$ cat src/dssd_pkg.sv
// Shared types, constants and the segment table for the decimal seven-segment encoder.
package dssd_pkg;

  localparam int VALUE_W         = 32;
  localparam int LOW_W           = 32;
  localparam int SEG_W           = 7;
  localparam int LOW_SPAN        = 28;
  localparam int DIGIT_WIDTH_DEF = 7;
  localparam int PROD_W          = 2 * VALUE_W;
  localparam int QUOT_W          = VALUE_W - 3;
  localparam int RECIP_SHIFT     = 35;
  localparam logic [VALUE_W-1:0] RECIP_TEN = 32'hCCCC_CCCD;

  typedef enum logic [1:0] {
    ST_IDLE,
    ST_MUL,
    ST_UPD,
    ST_DONE
  } state_t;

  // Controller to datapath commands.
  typedef struct packed {
    logic load;
    logic mul;
    logic upd;
    logic fifth_sel;
    logic out_load;
  } cmd_t;

  // Datapath to controller status.
  typedef struct packed {
    logic quot_zero;
  } status_t;

  // Active-high segment pattern (g..a) of one decimal digit.
  function automatic logic [SEG_W-1:0] seg_encode(input logic [3:0] digit);
    logic [SEG_W-1:0] seg;
    unique case (digit)
      4'd0:    seg = 7'h3F;
      4'd1:    seg = 7'h06;
      4'd2:    seg = 7'h5B;
      4'd3:    seg = 7'h4F;
      4'd4:    seg = 7'h66;
      4'd5:    seg = 7'h6D;
      4'd6:    seg = 7'h7D;
      4'd7:    seg = 7'h07;
      4'd8:    seg = 7'h7F;
      4'd9:    seg = 7'h6F;
      default: seg = 7'h00;
    endcase
    return seg;
  endfunction

endpackage

$ cat src/dssd_ctrl.sv
// Controller state machine: sequences the per-digit divide steps and the result register.
module dssd_ctrl
  import dssd_pkg::*;
#(
  parameter int DIGIT_WIDTH = DIGIT_WIDTH_DEF,
  parameter int NUM_LOW     = (LOW_SPAN + DIGIT_WIDTH - 1) / DIGIT_WIDTH,
  parameter int DIG_CNT_W   = $clog2(NUM_LOW + 1)
) (
  input  logic                 clk,
  input  logic                 rst_n,
  input  logic                 in_valid,
  output logic                 in_ready,
  output logic                 out_valid,
  input  logic                 out_ready,
  input  status_t              status,
  output cmd_t                 cmd,
  output logic [DIG_CNT_W-1:0] dig_idx
);

  state_t               state_r, state_nxt;
  logic [DIG_CNT_W-1:0] cnt_r, cnt_nxt;
  logic                 out_valid_r, out_valid_nxt;
  logic                 fifth_sel;
  logic                 last_digit;
  logic                 out_free;

  assign fifth_sel  = (cnt_r == DIG_CNT_W'(NUM_LOW));
  assign last_digit = status.quot_zero || fifth_sel;
  assign out_free   = !out_valid_r || out_ready;

  // Next state.
  always_comb begin
    state_nxt = state_r;
    unique case (state_r)
      ST_IDLE: if (in_valid) state_nxt = ST_MUL;
      ST_MUL:  state_nxt = ST_UPD;
      ST_UPD:  state_nxt = last_digit ? ST_DONE : ST_MUL;
      ST_DONE: if (out_free) state_nxt = ST_IDLE;
      default: state_nxt = ST_IDLE;
    endcase
  end

  // Outputs.
  always_comb begin
    cmd           = '0;
    in_ready      = 1'b0;
    cmd.fifth_sel = fifth_sel;
    unique case (state_r)
      ST_IDLE: begin
        in_ready = 1'b1;
        cmd.load = in_valid;
      end
      ST_MUL:  cmd.mul = 1'b1;
      ST_UPD:  cmd.upd = 1'b1;
      ST_DONE: cmd.out_load = out_free;
      default: cmd = '0;
    endcase
  end

  always_comb begin
    cnt_nxt = cnt_r;
    if (cmd.load) begin
      cnt_nxt = '0;
    end else if (cmd.upd) begin
      cnt_nxt = cnt_r + DIG_CNT_W'(1);
    end
  end

  always_comb begin
    out_valid_nxt = out_valid_r;
    if (cmd.out_load) begin
      out_valid_nxt = 1'b1;
    end else if (out_ready) begin
      out_valid_nxt = 1'b0;
    end
  end

  always_ff @(posedge clk) begin
    if (!rst_n) begin
      state_r     <= ST_IDLE;
      cnt_r       <= '0;
      out_valid_r <= 1'b0;
    end else begin
      state_r     <= state_nxt;
      cnt_r       <= cnt_nxt;
      out_valid_r <= out_valid_nxt;
    end
  end

  assign out_valid = out_valid_r;
  assign dig_idx   = cnt_r;

endmodule

$ cat src/dssd_dp.sv
// Datapath: divide-by-ten by reciprocal multiply, segment packing and result register.
module dssd_dp
  import dssd_pkg::*;
#(
  parameter int DIGIT_WIDTH = DIGIT_WIDTH_DEF,
  parameter int NUM_LOW     = (LOW_SPAN + DIGIT_WIDTH - 1) / DIGIT_WIDTH,
  parameter int DIG_CNT_W   = $clog2(NUM_LOW + 1)
) (
  input  logic                 clk,
  input  cmd_t                 cmd,
  input  logic [DIG_CNT_W-1:0] dig_idx,
  output status_t              status,
  input  logic [VALUE_W-1:0]   in_value,
  output logic [LOW_W-1:0]     out_low_four_digits,
  output logic [SEG_W-1:0]     out_fifth_digit
);

  localparam int SHAMT_W = $clog2(LOW_W);

  logic [VALUE_W-1:0] n_r,     n_nxt;
  logic [PROD_W-1:0]  prod_r;
  logic [LOW_W-1:0]   lit_r,   lit_nxt;
  logic [SEG_W-1:0]   fifth_r, fifth_nxt;
  logic [LOW_W-1:0]   out_low_r;
  logic [SEG_W-1:0]   out_fifth_r;

  logic [QUOT_W-1:0]  quot;
  logic [VALUE_W-1:0] quot_ext;
  logic [VALUE_W-1:0] ten_quot;
  logic [VALUE_W-1:0] diff;
  logic [SEG_W-1:0]   seg;
  logic [SHAMT_W-1:0] shamt;

  // Quotient and remainder of n / 10 from the registered product.
  assign quot     = prod_r[PROD_W-1:RECIP_SHIFT];
  assign quot_ext = VALUE_W'(quot);
  assign ten_quot = (quot_ext << 3) + (quot_ext << 1);
  assign diff     = n_r - ten_quot;
  assign seg      = seg_encode(diff[3:0]);
  assign shamt    = SHAMT_W'(dig_idx * DIGIT_WIDTH);

  assign status.quot_zero = (quot == '0);

  always_comb begin
    n_nxt     = n_r;
    lit_nxt   = lit_r;
    fifth_nxt = fifth_r;
    if (cmd.load) begin
      n_nxt     = in_value;
      lit_nxt   = '0;
      fifth_nxt = '0;
    end else if (cmd.upd) begin
      n_nxt = quot_ext;
      if (cmd.fifth_sel) begin
        fifth_nxt = seg;
      end else begin
        lit_nxt = lit_r | (LOW_W'(seg) << shamt);
      end
    end
  end

  always_ff @(posedge clk) begin
    n_r     <= n_nxt;
    lit_r   <= lit_nxt;
    fifth_r <= fifth_nxt;
    if (cmd.mul) begin
      prod_r <= PROD_W'(n_r) * PROD_W'(RECIP_TEN);
    end
    if (cmd.out_load) begin
      out_low_r   <= ~lit_r;
      out_fifth_r <= ~fifth_r;
    end
  end

  assign out_low_four_digits = out_low_r;
  assign out_fifth_digit     = out_fifth_r;

endmodule

$ cat src/decimal_seven_segment_display_encoder_top.sv
// Top level of the decimal seven-segment display encoder.
//
//   channel | ports                                    | direction
//   --------+------------------------------------------+----------
//   input   | in_valid, in_ready, in_value[31:0]       | in
//   result  | out_valid, out_ready,                    | out
//           | out_low_four_digits[31:0],               |
//           | out_fifth_digit[6:0]                     |
//
// Per item: an accept step in idle, then a multiply step and an update step per
// decimal digit produced (1 to 5 digits, ending at the first zero quotient or
// at the fifth digit), and a done step that loads the result register. The
// divide-by-ten step is a 32x32 reciprocal multiply, registered, then a
// subtract for the remainder.
// Reset (rst_n low, synchronous) returns the controller to idle and drops any
// pending result. A stalled result holds in the output register while the
// next item is taken and worked on; that item then waits in its last state
// until the register drains.
module decimal_seven_segment_display_encoder_top
  import dssd_pkg::*;
#(
  parameter int DIGIT_WIDTH = DIGIT_WIDTH_DEF
) (
  input  logic               clk,
  input  logic               rst_n,
  input  logic               in_valid,
  output logic               in_ready,
  input  logic [VALUE_W-1:0] in_value,
  output logic               out_valid,
  input  logic               out_ready,
  output logic [LOW_W-1:0]   out_low_four_digits,
  output logic [SEG_W-1:0]   out_fifth_digit
);

  // Digit slots that start below the packed span, and a counter wide enough
  // to also name the fifth digit.
  localparam int NUM_LOW   = (LOW_SPAN + DIGIT_WIDTH - 1) / DIGIT_WIDTH;
  localparam int DIG_CNT_W = $clog2(NUM_LOW + 1);

  cmd_t                 cmd;
  status_t              status;
  logic [DIG_CNT_W-1:0] dig_idx;

  // Controller: owns the state, the digit count and the result valid flag.
  dssd_ctrl #(
    .DIGIT_WIDTH(DIGIT_WIDTH),
    .NUM_LOW    (NUM_LOW),
    .DIG_CNT_W  (DIG_CNT_W)
  ) u_ctrl (
    .clk      (clk),
    .rst_n    (rst_n),
    .in_valid (in_valid),
    .in_ready (in_ready),
    .out_valid(out_valid),
    .out_ready(out_ready),
    .status   (status),
    .cmd      (cmd),
    .dig_idx  (dig_idx)
  );

  // Datapath: working quotient, product, segment accumulators, result payload.
  dssd_dp #(
    .DIGIT_WIDTH(DIGIT_WIDTH),
    .NUM_LOW    (NUM_LOW),
    .DIG_CNT_W  (DIG_CNT_W)
  ) u_dp (
    .clk                (clk),
    .cmd                (cmd),
    .dig_idx            (dig_idx),
    .status             (status),
    .in_value           (in_value),
    .out_low_four_digits(out_low_four_digits),
    .out_fifth_digit    (out_fifth_digit)
  );

endmodule

$ cat config.mk
export PLATFORM = sky130hd
export DESIGN_NAME = decimal_seven_segment_display_encoder_top
export DESIGN_NICKNAME = d
export VERILOG_FILES = /design/src/dssd_pkg.sv /design/src/dssd_ctrl.sv /design/src/dssd_dp.sv /design/src/decimal_seven_segment_display_encoder_top.sv
export SDC_FILE = /design/constraint.sdc
export NUM_CORES = 1
export LEC_CHECK = 0
export ABC_AREA = 1
export ABC_CLOCK_PERIOD_IN_PS = 7400
export BUFFER_PORTS_ARGS = -buffer_cell sky130_fd_sc_hd__buf_2
export CELL_PAD_IN_SITES_DETAIL_PLACEMENT = 1
export CELL_PAD_IN_SITES_GLOBAL_PLACEMENT = 1
export CORE_MARGIN = 4
export CORE_UTILIZATION = 40
export DETAILED_ROUTE_END_ITERATION = 8
export GPL_ROUTABILITY_DRIVEN = 1
export GPL_TIMING_DRIVEN = 0
export PLACE_DENSITY = 0.77
export SYNTH_ARGS = -nofsm -noshare
export SYNTH_HDL_FRONTEND = slang
export SYNTH_SLANG_ARGS = --single-unit
$ cat constraint.sdc
create_clock -name clk -period 7.4 [get_ports clk]
set_input_delay 0.37 -clock clk [delete_from_list [all_inputs] [get_ports clk]]
set_output_delay 0.37 -clock clk [all_outputs]
set_load 0.1 [all_outputs]
=== Word level (Yosys, flattened, before mapping) ===
Memories as Yosys holds them, arrays and structs flattened.
Cells that the tools add are included.

* Equal/unequal tests: 6
* Muxes and demuxes: 13
* $mul: 2
* Reductions and logical operators: 11
* Shift-type cells: 1
* Bitwise gates (word level): 5
* Add/sub/neg operators: 3

{| class="wikitable"
|+ Operator list
! kind !! number
|-
| 32-bit by 32-bit multiplier with 64-bit output (second input constant) || 1
|-
| 32-bit two-way mux || 2
|-
| 32-bit inverter || 1
|-
| 32-bit bitwise OR || 1
|-
| 7-bit by 5-bit left shift with 32-bit output || 1
|-
| 29-bit logical NOT || 1
|-
| 2-bit case mux with 4 select lines || 1
|-
| 1-bit two-way mux || 7
|-
| 7-bit inverter || 1
|-
| 2-bit two-way mux || 3
|-
| 2-bit AND reduction || 3
|-
| 3-bit by 3-bit multiplier with 5-bit output (second input constant) || 1
|-
| 4-bit adder || 1
|-
| 2-bit == test (second input constant) || 2
|-
| 2-bit nonzero test || 2
|-
| 4-bit subtractor || 1
|-
| 3-bit by 1-bit adder with 3-bit output (second input constant) || 1
|-
| 3-bit == test (second input constant) || 1
|-
| 2-bit by 1-bit == test with 1-bit output (second input constant) || 1
|-
| 2-bit logical NOT || 1
|-
| 1-bit logical OR || 2
|-
| 2-bit by 1-bit inequality test with 1-bit output (second input constant) || 1
|-
| 2-bit inequality test (second input constant) || 1
|-
| 1-bit inverter || 2
|-
| other kinds (2) || 2
|}

* Memories kept: 1
* Output and inout port bits: 41
* Flip-flop bits (word level): 180
* Memory bits (read-only): 112
* Bits of input ports: 36
* Word-level logic and storage cells: 51

{| class="wikitable"
|+ Memory list
! memory !! depth !! bits a word !! read ports !! clocked after memory_dff !! write ports !! line !! text
|-
| (no name shown) || 16 || 7 || 1 || 0 || 0 || dssd_pkg.sv:38 || <nowiki>unique case (digit)</nowiki>
|}

=== Longest topological paths before layout ===
An unclocked memory read counts as a cell.

* Word-level depth: 5
* Depth in mapped cells: 31
* Depth with buffers taken out: 30

=== Cells and area by module ===
Synthesis repeated with hierarchy kept, for this count alone.

* Cell total of the unflattened synthesis: 2601
* Area, all modules: 23822.8 µm²

{| class="wikitable"
|+ By module, submodules not included
! module !! area an instance (µm²) !! instances !! sequential area each (µm²) !! cells each
|-
| dssd_dp || 23480.0 || 1 || 3783.6 || 2548
|-
| dssd_ctrl || 342.8 || 1 || 120.1 || 53
|}

=== Worst setup path before layout ===
No wires, ideal clock.

* Path type: register to register
* Start point: register u_dp.n_r[18]
* End point: register u_dp.prod_r[62], data pin
* Cell stages (with the launch flop): 26
* Data arrival time: 5962 ps
* Path buffers: 0
* Setup slack: 1185 ps
* Clock period less this slack: 6215 ps
* Data required time: 7148 ps
* Setup time: 252 ps
* Path through: edfxtp_1 > ha_1 > inv_1 > fa_1 > inv_1 > fa_1 > inv_1 > fa_1 > inv_1 > fa_1 > fa_1 > fa_1 > inv_1 > fa_1 > inv_1 > ha_1 > a21oi_1 > inv_1 > nor2_1 > o21ai_0 > a21oi_1 > nor2_1 > a311oi_1 > nand2_1 > nand2_1 > nand2_1

* Longest elaborated chain between the ends: 1

{| class="wikitable"
|+ RTL lines
! what !! line !! text
|-
| start, declared || dssd_dp.sv:20 || <nowiki>logic [VALUE_W-1:0] n_r, n_nxt;</nowiki>
|-
| start signal, assigned || dssd_dp.sv:63 || <nowiki>n_r <= n_nxt;</nowiki>
|-
| 32-bit by 32-bit multiplier with 64-bit output || dssd_dp.sv:67 || <nowiki>prod_r <= PROD_W'(n_r) * PROD_W'(RECIP_TEN);</nowiki>
|-
| end signal, assigned || dssd_dp.sv:67 ||
|-
| end, declared || dssd_dp.sv:21 || <nowiki>logic [PROD_W-1:0] prod_r;</nowiki>
|}

No other way between the ends.
A chain may end at the register's enable or synchronous reset.

=== Final worst setup path ===
* Start point: register u_dp.n_r[13]
* End point: register u_dp.prod_r[53], data pin

The elaborated chain is that of the path after synthesis.

==> results.md <==
| Quantity | This run |
|---|---|
| Status | finished clean |
| Series of cell instances along the critical path | ha_2 -> inv_1 -> fa_1 -> inv_1 -> fa_1 -> inv_1 -> fa_1 -> inv_1 -> fa_1 -> fa_1 -> fa_1 -> fa_1 -> ha_1 -> a21oi_1 -> o21ai_0 -> a21oi_1 -> o21ai_0 -> a221oi_1 -> nand2_1 -> xor2_1 |
| Mean instance size in the synthesized netlist | 9.07 um2 |
| Seq cells post-synth | 145 |
| Distinct cell type count of the synthesized netlist | 44 |
| Antenna violations before repair | 1 |
| First-pass GRT wire length | 127000 um |
| Placed wire-length estimate | 72900 um |
| Final Setup Violations | 0 |
| Count of vias placed by the detailed router | 18600 |
| YS warnings | 0 |
| GRT Util Overall | 0.266 |
| Core Box Area | 0.0589 mm2 |
| Count of buffer and inverter cells on the critical path | 4 |
| Largest net degree at the start of global routing | 38 |
| Congestion Overflow GR | 0 |
| HP Start | rst_n |
| Antenna-violating nets left | 0 |
| Max cap viols | 0 |
| CTS Root Buffer Type | clkbuf_16 |
| Path depth of the worst reg2reg path | 20 |
| GR Layer Usage met2 | 0.445 |
| Worst path most repeated cell | fa_1 |
| Endpoint, Worst Hold | u_ctrl.state_r[1] |
| Worst-case setup slack after placement | -0.211 ns |
| Clk buf depth | 2 |
| Met1 track utilization from global routing | 0.355 |
| Class of the tightest hold or removal check | in2reg |
| Number of H-tree levels | 4 |
| Crit-path max FO | 4 |
| Vertical die dimension | 252 um |
| Clock edge transition at the registers on the reported setup and hold paths | 0.09 ns |
| Count of standard-cell rows | 89 |
| Syn_nets | 3403 |
| Synth-to-Final Area Change | 10.5% |
| Die area | 0.0634 mm2 |
| Number of port buffers | 76 |
| Clock latency on the worst-skew pair | 0.48 ns |
| Post-route setup TNS | 0 ns |
| Final hold viol count | 0 |
| Clock tree from TritonCTS | done |
| Ratio of final minimum period to clock period | 0.973 |
| Number of detailed-routing iterations run before antenna repair | 6 |
| Final routed wirelength across all metal layers | 83700 um |
| Pins Over Slew Limit | 0 |
| Worst setup path start | u_dp.n_r[13] |
| CP top delay family | adder cells |
| Chip Width | 252 um |
| Minimum setup slack in the final design | 0.202 ns |
| Crit path time final | 7.20 ns |
| Post-Syn Area | 0.0238 mm2 |
| Hold-fix buffers at CTS | 0 |
| Worst setup slack for register-to-register paths | 0.20 ns |
| Post-synth EDFFs | 100 |
| Number of nets in the layout | 3543 |
| Reg2reg start | u_dp.n_r[13] |
| Cells after Synth | 2621 |
| Via count of the first global-routing pass | 20900 |
| Critical Path Slowest Stage Cell | edfxtp_1 |
| Highest Clock Rate | 0.139 GHz |
| Fill count | 6856 |
| Finished Cell Area | 0.0263 mm2 |
| Required time of the critical path | 7.60 ns |
| Critical path start-end classification | reg2reg |
| Average via count per standard cell | 5.25 |
| GRT met3 Usage | 0.0399 |
| WL/cell | 23.6 um |
| Inserted Clock Buffers | 17 |
| Initial Util | 0.404 |
| Category of the worst setup path launch point | register |
| Post-synthesis async set-or-reset flop share | 0 |
| Post-Route Skew | 0.0250 ns |
| Slowest Stage Delay on Critical Path | 0.57 ns |
| Main synth FF type | edfxtp_1 |
| Critical path arrival | 7.40 ns |
| Final RePlAce weighted congestion | 1.00 |
| Hold Path Depth | 3 |
| Slew at the pin closest to its max-slew limit | 0.967 ns |
| Max-slew headroom at the worst pin | 0.354 |
| Sort of element at the end of the critical path | register |
| Fraction of the yosys area taken by sequential cells | 0.164 |
| Ports placed on the boundary | 77 |
| RR Endpoint | u_dp.prod_r[53] |
| Total clock sinks | 145 |
| # DRC | 0 |
| Global routing's busiest layer | met2 |
| Share of post-route cells with drive strength above 1 | 0.0771 |
| Total placed instance area | 0.0252 mm2 |
| First-iteration detailed-routing DRC count | 1246 |
-- placed cells by master (no fill, tap or decap), drive strengths merged, types with 9 or more instances in the layout --
| cell | netlist | routed |
|---|---|---|
| inv | 728 | 737 |
| fa | 388 | 388 |
| ha | 358 | 358 |
| nand2 | 356 | 356 |
| a21oi | 138 | 138 |
| nor2 | 130 | 130 |
| buf | 6 | 130 |
| edfxtp | 100 | 100 |
| nand3 | 92 | 92 |
| o21ai | 81 | 81 |
| xor2 | 50 | 50 |
| dfxtp | 45 | 45 |
| clkbuf | 19 | 33 |
| nand4 | 19 | 19 |
| xnor2 | 19 | 19 |
| nor3 | 13 | 13 |
| nor4 | 12 | 12 |
| o21bai | 11 | 11 |
| a31oi | 10 | 10 |
| a21o | 9 | 9 |
| o21a | 9 | 9 |
-- synth_stat cells (all sizes together), types with 4 or more instances --
| master | instances | share of area |
|---|---|---|
| inv | 728 | 0.11 |
| fa | 388 | 0.33 |
| ha | 358 | 0.19 |
| nand2 | 356 | 0.057 |
| a21oi | 138 | 0.029 |
| nor2 | 130 | 0.021 |
| edfxtp | 100 | 0.13 |
| nand3 | 92 | 0.020 |
| o21ai | 81 | 0.017 |
| xor2 | 50 | 0.018 |
| dfxtp | 45 | 0.038 |
| clkbuf | 19 | 0.0030 |
| nand4 | 19 | 0.0050 |
| xnor2 | 19 | 0.0070 |
| nor3 | 13 | 0.0027 |
| nor4 | 12 | 0.0032 |
| o21bai | 11 | 0.0035 |
| a31oi | 10 | 0.0026 |
| a21o | 9 | 0.0028 |
| o21a | 9 | 0.0028 |
| buf | 6 | 0.0014 |
| o211ai | 6 | 0.0019 |
| or2 | 4 | 0.0011 |
-- through the flow --
stage	cells	utilization	hold slack (ns)
4_1_cts	3506	0.439	0.157
5_1_grt	3548	0.446	0.166
3_5_place_dp	3472	0.428	0.445
3_3_place_gp	3470	0.426	0.441
2_1_floorplan	2621	-	0.424
6_report	3548	0.446	0.168
-- worst reg2reg max path: stages (launching register included) --
cell	delay, ns
edfxtp_1	0.57
ha_2	0.52
inv_1	0.17
fa_1	0.52
inv_1	0.06
fa_1	0.52
inv_1	0.07
fa_1	0.51
inv_1	0.06
fa_1	0.55
fa_1	0.43
fa_1	0.57
fa_1	0.48
ha_1	0.34
a21oi_1	0.21
o21ai_0	0.26
a21oi_1	0.34
o21ai_0	0.16
a221oi_1	0.26
nand2_1	0.15
xor2_1	0.17
-- logic make-up (layout without fill, tap and decap cells) --
| family | after synthesis | after routing | synth area share |
|---|---|---|---|
| adder cells (fa/ha/maj) | 746 | 746 | 0.515 |
| XOR/XNOR | 69 | 69 | 0.0254 |
| AND/OR/NAND/NOR | 628 | 628 | 0.111 |
| buffers and inverters | 755 | 908 | 0.120 |
| AO/OA/AOI/OAI | 278 | 278 | 0.0648 |
| flip-flops | 145 | 145 | 0.164 |
| other | 0 | 1 | 0 |
-- layer usage --
| metal | part of all wire | routed length (um) |
|---|---|---|
| met3 | 0.058 | 4870 |
| met2 | 0.48 | 40200 |
| met4 | 0.039 | 3290 |
| met5 | 0 | 0 |
| met1 | 0.42 | 35300 |
-- registers in the layout, indices dropped and copies added, names as in the netlist --
register                  count
u_dp.out_low_four_digits     32
u_ctrl.out_valid              1
u_dp.prod_r                  29
u_ctrl.state_r                2
u_dp.fifth_r                  7
u_dp.lit_r                   32
u_dp.out_fifth_digit          7
u_dp.n_r                     32
u_ctrl.dig_idx                3
-- worst max path at each step --
stage | endpoint | depth (start not counted)
finish | u_dp.prod_r[53] | 20
global route | u_dp.prod_r[41] | 22
CTS | u_dp.prod_r[62] | 23
detailed placement | u_dp.prod_r[41] | 23
global placement | u_dp.prod_r[58] | 22
floorplan | u_dp.prod_r[62] | 25
-- layout make-up --
type                       count  area [um2]  area share
antenna                        1        2.50   0.0000952
buffer                        22        95.1     0.00362
clock buffer                  17         425      0.0162
clock inverter                15         181     0.00690
inverter                     730        2740       0.104
multi-input combinational   1721       17200       0.654
sequential                   145        3900       0.149
tap                          773         967      0.0368
timing repair buffer         124         786      0.0299
-- repair_timing --
| action | CTS | global route |
|---|---|---|
| setup endpoints to repair | 10 | 22 |
| gates resized for setup | 4 | 32 |
| gates cloned | 0 | 0 |
| setup buffers | 3 | 43 |
Power is left out: the tool's default activity adds up to more than one toggle a clock period on the data nets, which glitch-free logic cannot reach.
